## src/rtl/core/bros_pkg.sv

```systemverilog
// shared types and constants for the border ring occlusion subtract block
package bros_pkg;

    // coordinate width of every edge field
    localparam int COORD_BITS = 16;

    // configuration register file
    localparam int CFG_NUM   = 8;
    localparam int CFG_IDX_W = 4;
    localparam int CFG_SEL_W = 3;

    localparam logic [CFG_SEL_W-1:0] CFG_OUTER_LEFT   = 3'd0;
    localparam logic [CFG_SEL_W-1:0] CFG_OUTER_TOP    = 3'd1;
    localparam logic [CFG_SEL_W-1:0] CFG_OUTER_RIGHT  = 3'd2;
    localparam logic [CFG_SEL_W-1:0] CFG_OUTER_BOTTOM = 3'd3;
    localparam logic [CFG_SEL_W-1:0] CFG_INNER_LEFT   = 3'd4;
    localparam logic [CFG_SEL_W-1:0] CFG_INNER_TOP    = 3'd5;
    localparam logic [CFG_SEL_W-1:0] CFG_INNER_RIGHT  = 3'd6;
    localparam logic [CFG_SEL_W-1:0] CFG_INNER_BOTTOM = 3'd7;

    // request kinds
    localparam logic REQ_OCCLUDE = 1'b0;
    localparam logic REQ_EMIT    = 1'b1;

    typedef logic signed [COORD_BITS-1:0] coord_t;

    // one half-open rectangle, right and bottom exclusive
    typedef struct packed {
        coord_t l;
        coord_t t;
        coord_t r;
        coord_t b;
    } box_t;

    typedef struct packed {
        logic   req_type;
        coord_t occ_left;
        coord_t occ_top;
        coord_t occ_right;
        coord_t occ_bottom;
    } req_t;

    typedef struct packed {
        coord_t seg_left;
        coord_t seg_top;
        coord_t seg_right;
        coord_t seg_bottom;
        logic   none_visible;
        logic   overflowed;
        logic   last_segment;
    } res_t;

endpackage

```

## src/rtl/core/bros_ram.sv

```systemverilog
// generic single-write, single-read ram with registered read data
module bros_ram #(
    parameter int WIDTH = 64,
    parameter int DEPTH = 64,
    localparam int AW = $clog2(DEPTH)
) (
    input  logic             clk,
    input  logic             wr_en,
    input  logic [AW-1:0]    wr_addr,
    input  logic [WIDTH-1:0] wr_data,
    input  logic             rd_en,
    input  logic [AW-1:0]    rd_addr,
    output logic [WIDTH-1:0] rd_data
);

    logic [WIDTH-1:0] mem [DEPTH];

    // write port and registered read port
    always_ff @(posedge clk)
    begin
        if (wr_en)
        begin
            mem[wr_addr] <= wr_data;
        end
        if (rd_en)
        begin
            rd_data <= mem[rd_addr];
        end
    end

endmodule

```

## src/rtl/core/border_ring_occlusion_subtract.sv

```systemverilog
// top level: visible segment list of a border ring under rectangular occluders
//
// A request is taken when start is high and busy is low; busy stays high until
// all of its work and results are done. The segment list lives in one ram
// split into two banks of MAX_SEGMENTS entries: an occluder reads every stored
// segment from the current bank and writes the surviving pieces to the other
// bank, then the banks swap, so a read and a write never touch the same entry.
// The first request after reset or after an emit rebuilds the ring from the
// configuration registers in S_RING, one piece slot per ring piece. An occluder
// passes S_DISPATCH and then, per stored segment, one read, one latch step and
// four piece slots on the single write port. An emit reads each stored segment,
// or gives one result with none_visible set for an empty list; results come one
// per cycle on res with res_strobe high for exactly one cycle each and cannot be
// held off. Configuration writes are taken only while the block is idle.
module border_ring_occlusion_subtract
    import bros_pkg::*;
#(
    parameter int MAX_SEGMENTS = 32
) (
    input  logic                  clk,
    input  logic                  rst_n,
    input  logic                  start,
    output logic                  busy,
    input  req_t                  req,
    output logic                  res_strobe,
    output res_t                  res,
    input  logic                  cfg_valid,
    output logic                  cfg_ready,
    input  logic [CFG_IDX_W-1:0]  cfg_index,
    input  coord_t                cfg_data
);

    localparam int IDX_W  = $clog2(MAX_SEGMENTS);
    localparam int CNT_W  = $clog2(MAX_SEGMENTS + 1);
    localparam int ADDR_W = IDX_W + 1;
    localparam int DEPTH  = 2 ** ADDR_W;
    localparam int BOX_W  = $bits(box_t);

    typedef enum logic [2:0] {
        S_IDLE,
        S_RING,
        S_DISPATCH,
        S_OCC_RD,
        S_OCC_LAT,
        S_OCC_PUT,
        S_EMIT,
        S_TAIL
    } state_t;

    state_t            state_reg;
    coord_t            cfg_reg [CFG_NUM];
    req_t              op_reg;
    box_t              seg_reg;
    logic [CNT_W-1:0]  count_reg;
    logic [CNT_W-1:0]  new_n_reg;
    logic [CNT_W-1:0]  new_n_next;
    logic [CNT_W-1:0]  idx_reg;
    logic [1:0]        k_reg;
    logic              bank_reg;
    logic              fresh_reg;
    logic              ovf_reg;
    logic              strobe_reg;
    logic              none_reg;
    logic              last_reg;

    box_t              cand [4];
    logic [3:0]        cval;
    box_t              occ_box;
    coord_t            mid_t;
    coord_t            mid_b;

    logic              ring_mode;
    logic              put_active;
    logic [CNT_W-1:0]  put_n;
    logic              put_full;
    logic              put_we;
    logic              put_drop;
    logic              idx_last;

    logic              rd_en;
    logic [ADDR_W-1:0] rd_addr;
    logic [ADDR_W-1:0] wr_addr;
    logic [BOX_W-1:0]  rd_data;
    box_t              rd_box;

    function automatic coord_t smin(input coord_t a, input coord_t b);
        return (a < b) ? a : b;
    endfunction

    function automatic coord_t smax(input coord_t a, input coord_t b);
        return (a > b) ? a : b;
    endfunction

    function automatic logic box_empty(input box_t x);
        return (x.r <= x.l) || (x.b <= x.t);
    endfunction

    function automatic logic box_hits(input box_t a, input box_t h);
        return (a.l < h.r) && (h.l < a.r) && (a.t < h.b) && (h.t < a.b);
    endfunction

    // segment list in two banks
    bros_ram #(
        .WIDTH (BOX_W),
        .DEPTH (DEPTH)
    ) u_store (
        .clk     (clk),
        .wr_en   (put_we),
        .wr_addr (wr_addr),
        .wr_data (cand[k_reg]),
        .rd_en   (rd_en),
        .rd_addr (rd_addr),
        .rd_data (rd_data)
    );

    assign rd_box = box_t'(rd_data);

    assign occ_box.l = op_reg.occ_left;
    assign occ_box.t = op_reg.occ_top;
    assign occ_box.r = op_reg.occ_right;
    assign occ_box.b = op_reg.occ_bottom;

    assign mid_t = smax(seg_reg.t, occ_box.t);
    assign mid_b = smin(seg_reg.b, occ_box.b);

    // candidate pieces: ring pieces while building, else split of the latched segment
    always_comb
    begin
        for (int i = 0; i < 4; i++)
        begin
            cand[i] = '0;
        end
        cval = '0;
        if (ring_mode)
        begin
            cand[0] = '{cfg_reg[CFG_OUTER_LEFT], cfg_reg[CFG_OUTER_TOP],
                        cfg_reg[CFG_OUTER_RIGHT], cfg_reg[CFG_INNER_TOP]};
            cand[1] = '{cfg_reg[CFG_OUTER_LEFT], cfg_reg[CFG_INNER_BOTTOM],
                        cfg_reg[CFG_OUTER_RIGHT], cfg_reg[CFG_OUTER_BOTTOM]};
            cand[2] = '{cfg_reg[CFG_OUTER_LEFT], cfg_reg[CFG_INNER_TOP],
                        cfg_reg[CFG_INNER_LEFT], cfg_reg[CFG_INNER_BOTTOM]};
            cand[3] = '{cfg_reg[CFG_INNER_RIGHT], cfg_reg[CFG_INNER_TOP],
                        cfg_reg[CFG_OUTER_RIGHT], cfg_reg[CFG_INNER_BOTTOM]};
            for (int i = 0; i < 4; i++)
            begin
                cval[i] = !box_empty(cand[i]);
            end
        end
        else if (!box_empty(seg_reg))
        begin
            if (!box_hits(seg_reg, occ_box))
            begin
                cand[0] = seg_reg;
                cval[0] = 1'b1;
            end
            else
            begin
                cand[0] = '{seg_reg.l, seg_reg.t, seg_reg.r, smin(seg_reg.b, occ_box.t)};
                cand[1] = '{seg_reg.l, smax(seg_reg.t, occ_box.b), seg_reg.r, seg_reg.b};
                cand[2] = '{seg_reg.l, mid_t, smin(seg_reg.r, occ_box.l), mid_b};
                cand[3] = '{smax(seg_reg.l, occ_box.r), mid_t, seg_reg.r, mid_b};
                cval[0] = !box_empty(cand[0]);
                cval[1] = !box_empty(cand[1]);
                cval[2] = (mid_t < mid_b) && !box_empty(cand[2]);
                cval[3] = (mid_t < mid_b) && !box_empty(cand[3]);
            end
        end
    end

    // piece write path, drop and flag when the target list is full
    assign ring_mode  = (state_reg == S_RING);
    assign put_active = ring_mode || (state_reg == S_OCC_PUT);
    assign put_n      = ring_mode ? count_reg : new_n_reg;
    assign put_full   = (put_n >= CNT_W'(MAX_SEGMENTS));
    assign put_we     = put_active && cval[k_reg] && !put_full;
    assign put_drop   = put_active && cval[k_reg] && put_full;
    assign wr_addr    = {(ring_mode ? bank_reg : ~bank_reg), put_n[IDX_W-1:0]};
    assign new_n_next = new_n_reg + CNT_W'(put_we && !ring_mode);

    // read path, current bank only
    assign rd_en    = (state_reg == S_OCC_RD) || (state_reg == S_EMIT);
    assign rd_addr  = {bank_reg, idx_reg[IDX_W-1:0]};
    assign idx_last = ((idx_reg + CNT_W'(1)) == count_reg);

    // control state and result flags
    always_ff @(posedge clk or negedge rst_n)
    begin
        if (!rst_n)
        begin
            state_reg  <= S_IDLE;
            count_reg  <= '0;
            new_n_reg  <= '0;
            idx_reg    <= '0;
            k_reg      <= '0;
            bank_reg   <= 1'b0;
            fresh_reg  <= 1'b1;
            ovf_reg    <= 1'b0;
            strobe_reg <= 1'b0;
            none_reg   <= 1'b0;
            last_reg   <= 1'b0;
            for (int i = 0; i < CFG_NUM; i++)
            begin
                cfg_reg[i] <= '0;
            end
        end
        else
        begin
            strobe_reg <= 1'b0;
            if (cfg_valid && cfg_ready && (cfg_index < CFG_IDX_W'(CFG_NUM)))
            begin
                cfg_reg[cfg_index[CFG_SEL_W-1:0]] <= cfg_data;
            end
            if (put_drop)
            begin
                ovf_reg <= 1'b1;
            end
            unique case (state_reg)
                S_IDLE:
                begin
                    if (start)
                    begin
                        k_reg <= '0;
                        if (fresh_reg)
                        begin
                            count_reg <= '0;
                            state_reg <= S_RING;
                        end
                        else
                        begin
                            state_reg <= S_DISPATCH;
                        end
                    end
                end
                S_RING:
                begin
                    if (put_we)
                    begin
                        count_reg <= count_reg + CNT_W'(1);
                    end
                    k_reg <= k_reg + 2'd1;
                    if (k_reg == 2'd3)
                    begin
                        fresh_reg <= 1'b0;
                        state_reg <= S_DISPATCH;
                    end
                end
                S_DISPATCH:
                begin
                    idx_reg   <= '0;
                    new_n_reg <= '0;
                    if (op_reg.req_type == REQ_EMIT)
                    begin
                        if (count_reg == '0)
                        begin
                            strobe_reg <= 1'b1;
                            none_reg   <= 1'b1;
                            last_reg   <= 1'b1;
                            state_reg  <= S_TAIL;
                        end
                        else
                        begin
                            state_reg <= S_EMIT;
                        end
                    end
                    else if (count_reg == '0)
                    begin
                        state_reg <= S_IDLE;
                    end
                    else
                    begin
                        state_reg <= S_OCC_RD;
                    end
                end
                S_OCC_RD:
                begin
                    state_reg <= S_OCC_LAT;
                end
                S_OCC_LAT:
                begin
                    k_reg     <= '0;
                    state_reg <= S_OCC_PUT;
                end
                S_OCC_PUT:
                begin
                    new_n_reg <= new_n_next;
                    k_reg     <= k_reg + 2'd1;
                    if (k_reg == 2'd3)
                    begin
                        if (idx_last)
                        begin
                            count_reg <= new_n_next;
                            bank_reg  <= ~bank_reg;
                            state_reg <= S_IDLE;
                        end
                        else
                        begin
                            idx_reg   <= idx_reg + CNT_W'(1);
                            state_reg <= S_OCC_RD;
                        end
                    end
                end
                S_EMIT:
                begin
                    strobe_reg <= 1'b1;
                    none_reg   <= 1'b0;
                    last_reg   <= idx_last;
                    idx_reg    <= idx_reg + CNT_W'(1);
                    if (idx_last)
                    begin
                        state_reg <= S_TAIL;
                    end
                end
                S_TAIL:
                begin
                    count_reg <= '0;
                    fresh_reg <= 1'b1;
                    ovf_reg   <= 1'b0;
                    state_reg <= S_IDLE;
                end
                default:
                begin
                    state_reg <= S_IDLE;
                end
            endcase
        end
    end

    // request and segment holding registers
    always_ff @(posedge clk)
    begin
        if ((state_reg == S_IDLE) && start)
        begin
            op_reg <= req;
        end
        if (state_reg == S_OCC_LAT)
        begin
            seg_reg <= rd_box;
        end
    end

    // outputs
    assign busy       = (state_reg != S_IDLE);
    assign cfg_ready  = (state_reg == S_IDLE);
    assign res_strobe = strobe_reg;

    always_comb
    begin
        res.seg_left     = none_reg ? coord_t'(0) : rd_box.l;
        res.seg_top      = none_reg ? coord_t'(0) : rd_box.t;
        res.seg_right    = none_reg ? coord_t'(0) : rd_box.r;
        res.seg_bottom   = none_reg ? coord_t'(0) : rd_box.b;
        res.none_visible = none_reg;
        res.overflowed   = ovf_reg;
        res.last_segment = last_reg;
    end

    // checks
    a_strobe_busy: assert property (@(posedge clk) disable iff (!rst_n)
        res_strobe |-> busy)
        else $error("result strobe outside a request");

    a_count_cap: assert property (@(posedge clk) disable iff (!rst_n)
        count_reg <= CNT_W'(MAX_SEGMENTS))
        else $error("segment count beyond capacity");

    a_none_last: assert property (@(posedge clk) disable iff (!rst_n)
        (res_strobe && res.none_visible) |-> res.last_segment)
        else $error("empty-list result not marked last");

    a_tail_restart: assert property (@(posedge clk) disable iff (!rst_n)
        (state_reg == S_TAIL) |=> (fresh_reg && (count_reg == '0) && !ovf_reg))
        else $error("list not restarted after emit");

endmodule
```

## config.mk

```make
export PLATFORM = sky130hd
export DESIGN_NAME = border_ring_occlusion_subtract
export DESIGN_NICKNAME = d
export VERILOG_FILES = /design/src/rtl/core/bros_pkg.sv /design/src/rtl/core/bros_ram.sv /design/src/rtl/core/border_ring_occlusion_subtract.sv
export SDC_FILE = /design/constraint.sdc
export NUM_CORES = 2
export LEC_CHECK = 0
export BUFFER_PORTS_ARGS = -buffer_cell sky130_fd_sc_hd__buf_2
export CORE_MARGIN = 10
export CORE_UTILIZATION = 45
export CTS_CLUSTER_DIAMETER = 80
export DETAILED_ROUTE_END_ITERATION = 10
export PLACE_DENSITY_LB_ADDON = 0.05
export SKIP_CTS_REPAIR_TIMING = 1
export SYNTH_ARGS = -nofsm -noshare
export SYNTH_HDL_FRONTEND = slang
export SYNTH_SLANG_ARGS = --single-unit
```

## constraint.sdc

```tcl
create_clock -name clk -period 19.4 [get_ports clk]
set_clock_uncertainty 0.05 [all_clocks]
set_input_delay 3.88 -clock clk [delete_from_list [all_inputs] [get_ports clk]]
set_output_delay 3.88 -clock clk [all_outputs]
set_load 0.03 [all_outputs]
```

==> results.md <==
- FILL cells: approximately 31000
- Slew Limit Fails: 0
- First-pass GRT wire length: 783 mm
- Post-placement cell count: 13600
- Critical setup path kind: reg -> reg
- Layout area overhead: 13.2%
- Inserted Clock Buffers: 466
- # setup viols final: 0
- Mean routed wirelength per cell: 39.4 um
- Setup crit end kind: flip-flop
- Synthesized area: between 0.15 and 0.2 mm^2
- Cell count after synthesis: 8319
- Setup WS pre-CTS: 10320 ps
- Setup ws final: 10370 ps
- Relative slew slack: 1.40%
- Largest net degree at the start of global routing: about 170
- Initial antenna violation count: 71
- Crit-path leading delay family: simple AND/OR/NAND/NOR gates
- Total grt overflow: 0
- Gr usage total: 26.4%
- CP Launch Type: flip-flop
- CTS max path bufs: 4
- Clk root buf: clkbuf_16
- Most common cell after layout, fill and taps aside: edfxtp_1
- Drt first pass iters: 7
- Syn Nets: 8719
- Seq/Total Area, Yosys: 73.9%
- Worst slew pin tran: 1480 ps
- EDFF count, synth: ~4300
- CP arrival: between 9000 and 10000 ps
- Max reg flops: 4096
- Iteration-0 DRC Markers: 11400
- DRC viols: 0
- Largest family of logic cells by synthesized area: multiplexers
- Post-synth cell types: 77
- ANT nets after route: 0
- Synth Area in Simple Gates: ~2.0%
- Nets: approximately 9200
- RSZ-0062 raised after global routing: false
- Port Buffers: 158
- Maxcap violations: 0
- Clk sinks: 4446
- Num rows: 231
- Slowest-stage cell, CP: nor3_4
- Period utilization: 46.5%
- Power per Cell Area: 154 mW/mm^2
- Clock transition at path regs: around 60 ps
- Post-Synth XOR/XNOR Area: less than 1%
- CTS tree: built
- CORE AREA: a little under 0.4 mm^2
- Die area: 0.425 mm^2
- Die H: 652 um
- Slowest cell delay on critical path: between 900 and 1000 ps
- Via count: 92000
- Status: finished, final reports clean
- Worst path most repeated cell: buf_4
- Critical path cell sequence: ha_1 > nand3_1 > or4_1 > a21o_1 > and4_1 > nor3_4 > mux2i_1 > ha_1 > and4_1 > and2_1 > a22oi_1 > o211ai_1 > mux2i_1 > o21ai_0 > o211ai_1 > a311o_2 > buf_4 > nor4_2 > buf_4 > buf_4
- Crit path max fanout: 58
- DPL Wire Length: 342 mm
- Post-synth ARST share: 3.53%
- Syn Area/Cell: 21.6 um^2
- Layout cells sized above 1: 29.9%
- Pleak: 64.5 nW
- Clk Latency, worst-skew pair: 1010 ps
- Fin crit period: 9030 ps
- Post-synthesis mux area share: between 10% and 20%
- Starting Density: a little under half
- Most frequent cells in the layout: edfxtp_1 (4289), mux4_2 (1344), clkbuf_16 (476)
- Layout Cells excl Fill: approximately 14000
- DR vias/cell: roughly 6.4
- Final wirelength: 570 mm
- Peak supply drop: 157 uV
- WP buf/inv: 3
- Fmax: 0.111 GHz
- Vias in the first global route: approximately 90000
- Area share of fa/ha/maj cells after synthesis: 2.17%
- Worst hold path type: reg -> reg
- Setup TNS after final layout: 0 ps
- Htree depth: 5
- Compound-Gate Fraction of Synth Area: 2.41%
- Placer Congestion: 0.911
- Hold_ws: between 400 and 500 ps
- Yosys warnings: 0
- Synth Register Bits: 4446
- Die Wd: about 650 um
- Final Hold Viols: 0
- Worst EP required: 19970 ps
- Prevailing post-synth register cell: edfxtp_1
- IO Pins: between 150 and 200
==> worst reg2reg max path: cells and delay by family, from the launching register on <==
kind / cells / cell delay [ps]
AND/OR/NAND/NOR: 7 / 2780
AO/OA/AOI/OAI: 6 / 2020
buffers and inverters: 3 / 1970
adder cells (fa/ha/maj): 2 / 710
multiplexers: 2 / 560
flip-flops: 1 / 460
==> cells by family after synthesis <==
logic type | after synthesis
flip-flops | 4446
adder cells (fa/ha/maj) | 311
XOR/XNOR | 19
multiplexers | 1528
AO/OA/AOI/OAI | 655
AND/OR/NAND/NOR | 705
buffers and inverters | 655
==> layout make-up <==
class | instances | area, um^2 | share of cell area, %
diodes | 16 | 40.0 | 0.0197
clock buffers | 597 | 12400 | 6.13
clock inverters | 260 | 1960 | 0.963
inverters | 213 | 807 | 0.397
multi-input cells | 3218 | 45300 | 22.3
flip-flops and latches | 4446 | 133000 | 65.3
well taps | 5242 | 6560 | 3.23
repair buffers | 481 | 3320 | 1.64
==> stage by stage <==
stage          power, W  instance area [um^2]  utilization (%)
3_3_place_gp     0.0228                189000             47.6
4_1_cts          0.0315                203000             51.2
2_1_floorplan    0.0189                180000                -
5_1_grt          0.0324                203000             51.2
3_5_place_dp     0.0230                189000             47.6
6_report         0.0313                203000             51.2
==> worst paths after layout <==
kind	startpoint	end	slack (ps)	cells past startpoint
hold reg to reg	u_store.rd_data[16]	seg_reg[16]	450	0
setup / recovery	seg_reg[63]	u_store.mem[29][35]	10370	20
hold / removal	u_store.rd_data[16]	seg_reg[16]	450	0
max in group asynchronous	rst_n	none_reg	15220	2
setup reg to reg	seg_reg[63]	u_store.mem[29][35]	10370	20
min in group asynchronous	rst_n	res_strobe	2730	1
==> cells in the mapped netlist, drive strengths merged, types with 7 or more instances <==
library cell  instances  area (um^2)
a211oi               16          120
edfxtp             4289       129000
mux2i                53          531
o211ai               49          368
nor3b                 8         70.1
nand3                52          260
dfrtp               156         3900
and3                 27          169
o31ai                13         97.6
and4                 12          105
a21boi               18          135
xor2                  7         61.3
o21ai               146          731
nor2                 57          214
a221oi               95          832
ha                  311         3890
a31oi                15         93.8
a21oi               171          856
a32oi                14          123
clkbuf              325         1220
o21a                 23          173
nand2b               30          188
mux2                131         1480
nor4                 72          465
buf                 117          469
nor2b                85          532
xnor2                12          105
a21o                 31          233
nand2               227          852
o22ai                 8         50.1
nor3                 60          305
mux4               1344        30300
inv                 211          792
nand4                47          294
o21bai                9         67.6
==> layer usage <==
metal	vias up	GRT usage, %	part of all wire [%]
met1	50800	37.9	42
met3	800	4.11	7.2
met2	4013	42.0	47
li1	36400	-	-
met4	12	8.15	3.6
met5	-	0	0.018
==> report_power, final <==
part | total (W) | internal (W) | switching, W | leakage, nW
Clock | 0.00853 | 0.00481 | 0.00372 | 7.07
Combinational | 0.00891 | 0.00280 | 0.00612 | 16.3
Sequential | 0.0138 | 0.0132 | 0.000596 | 41.1
(Power assumes the default switching activity.)
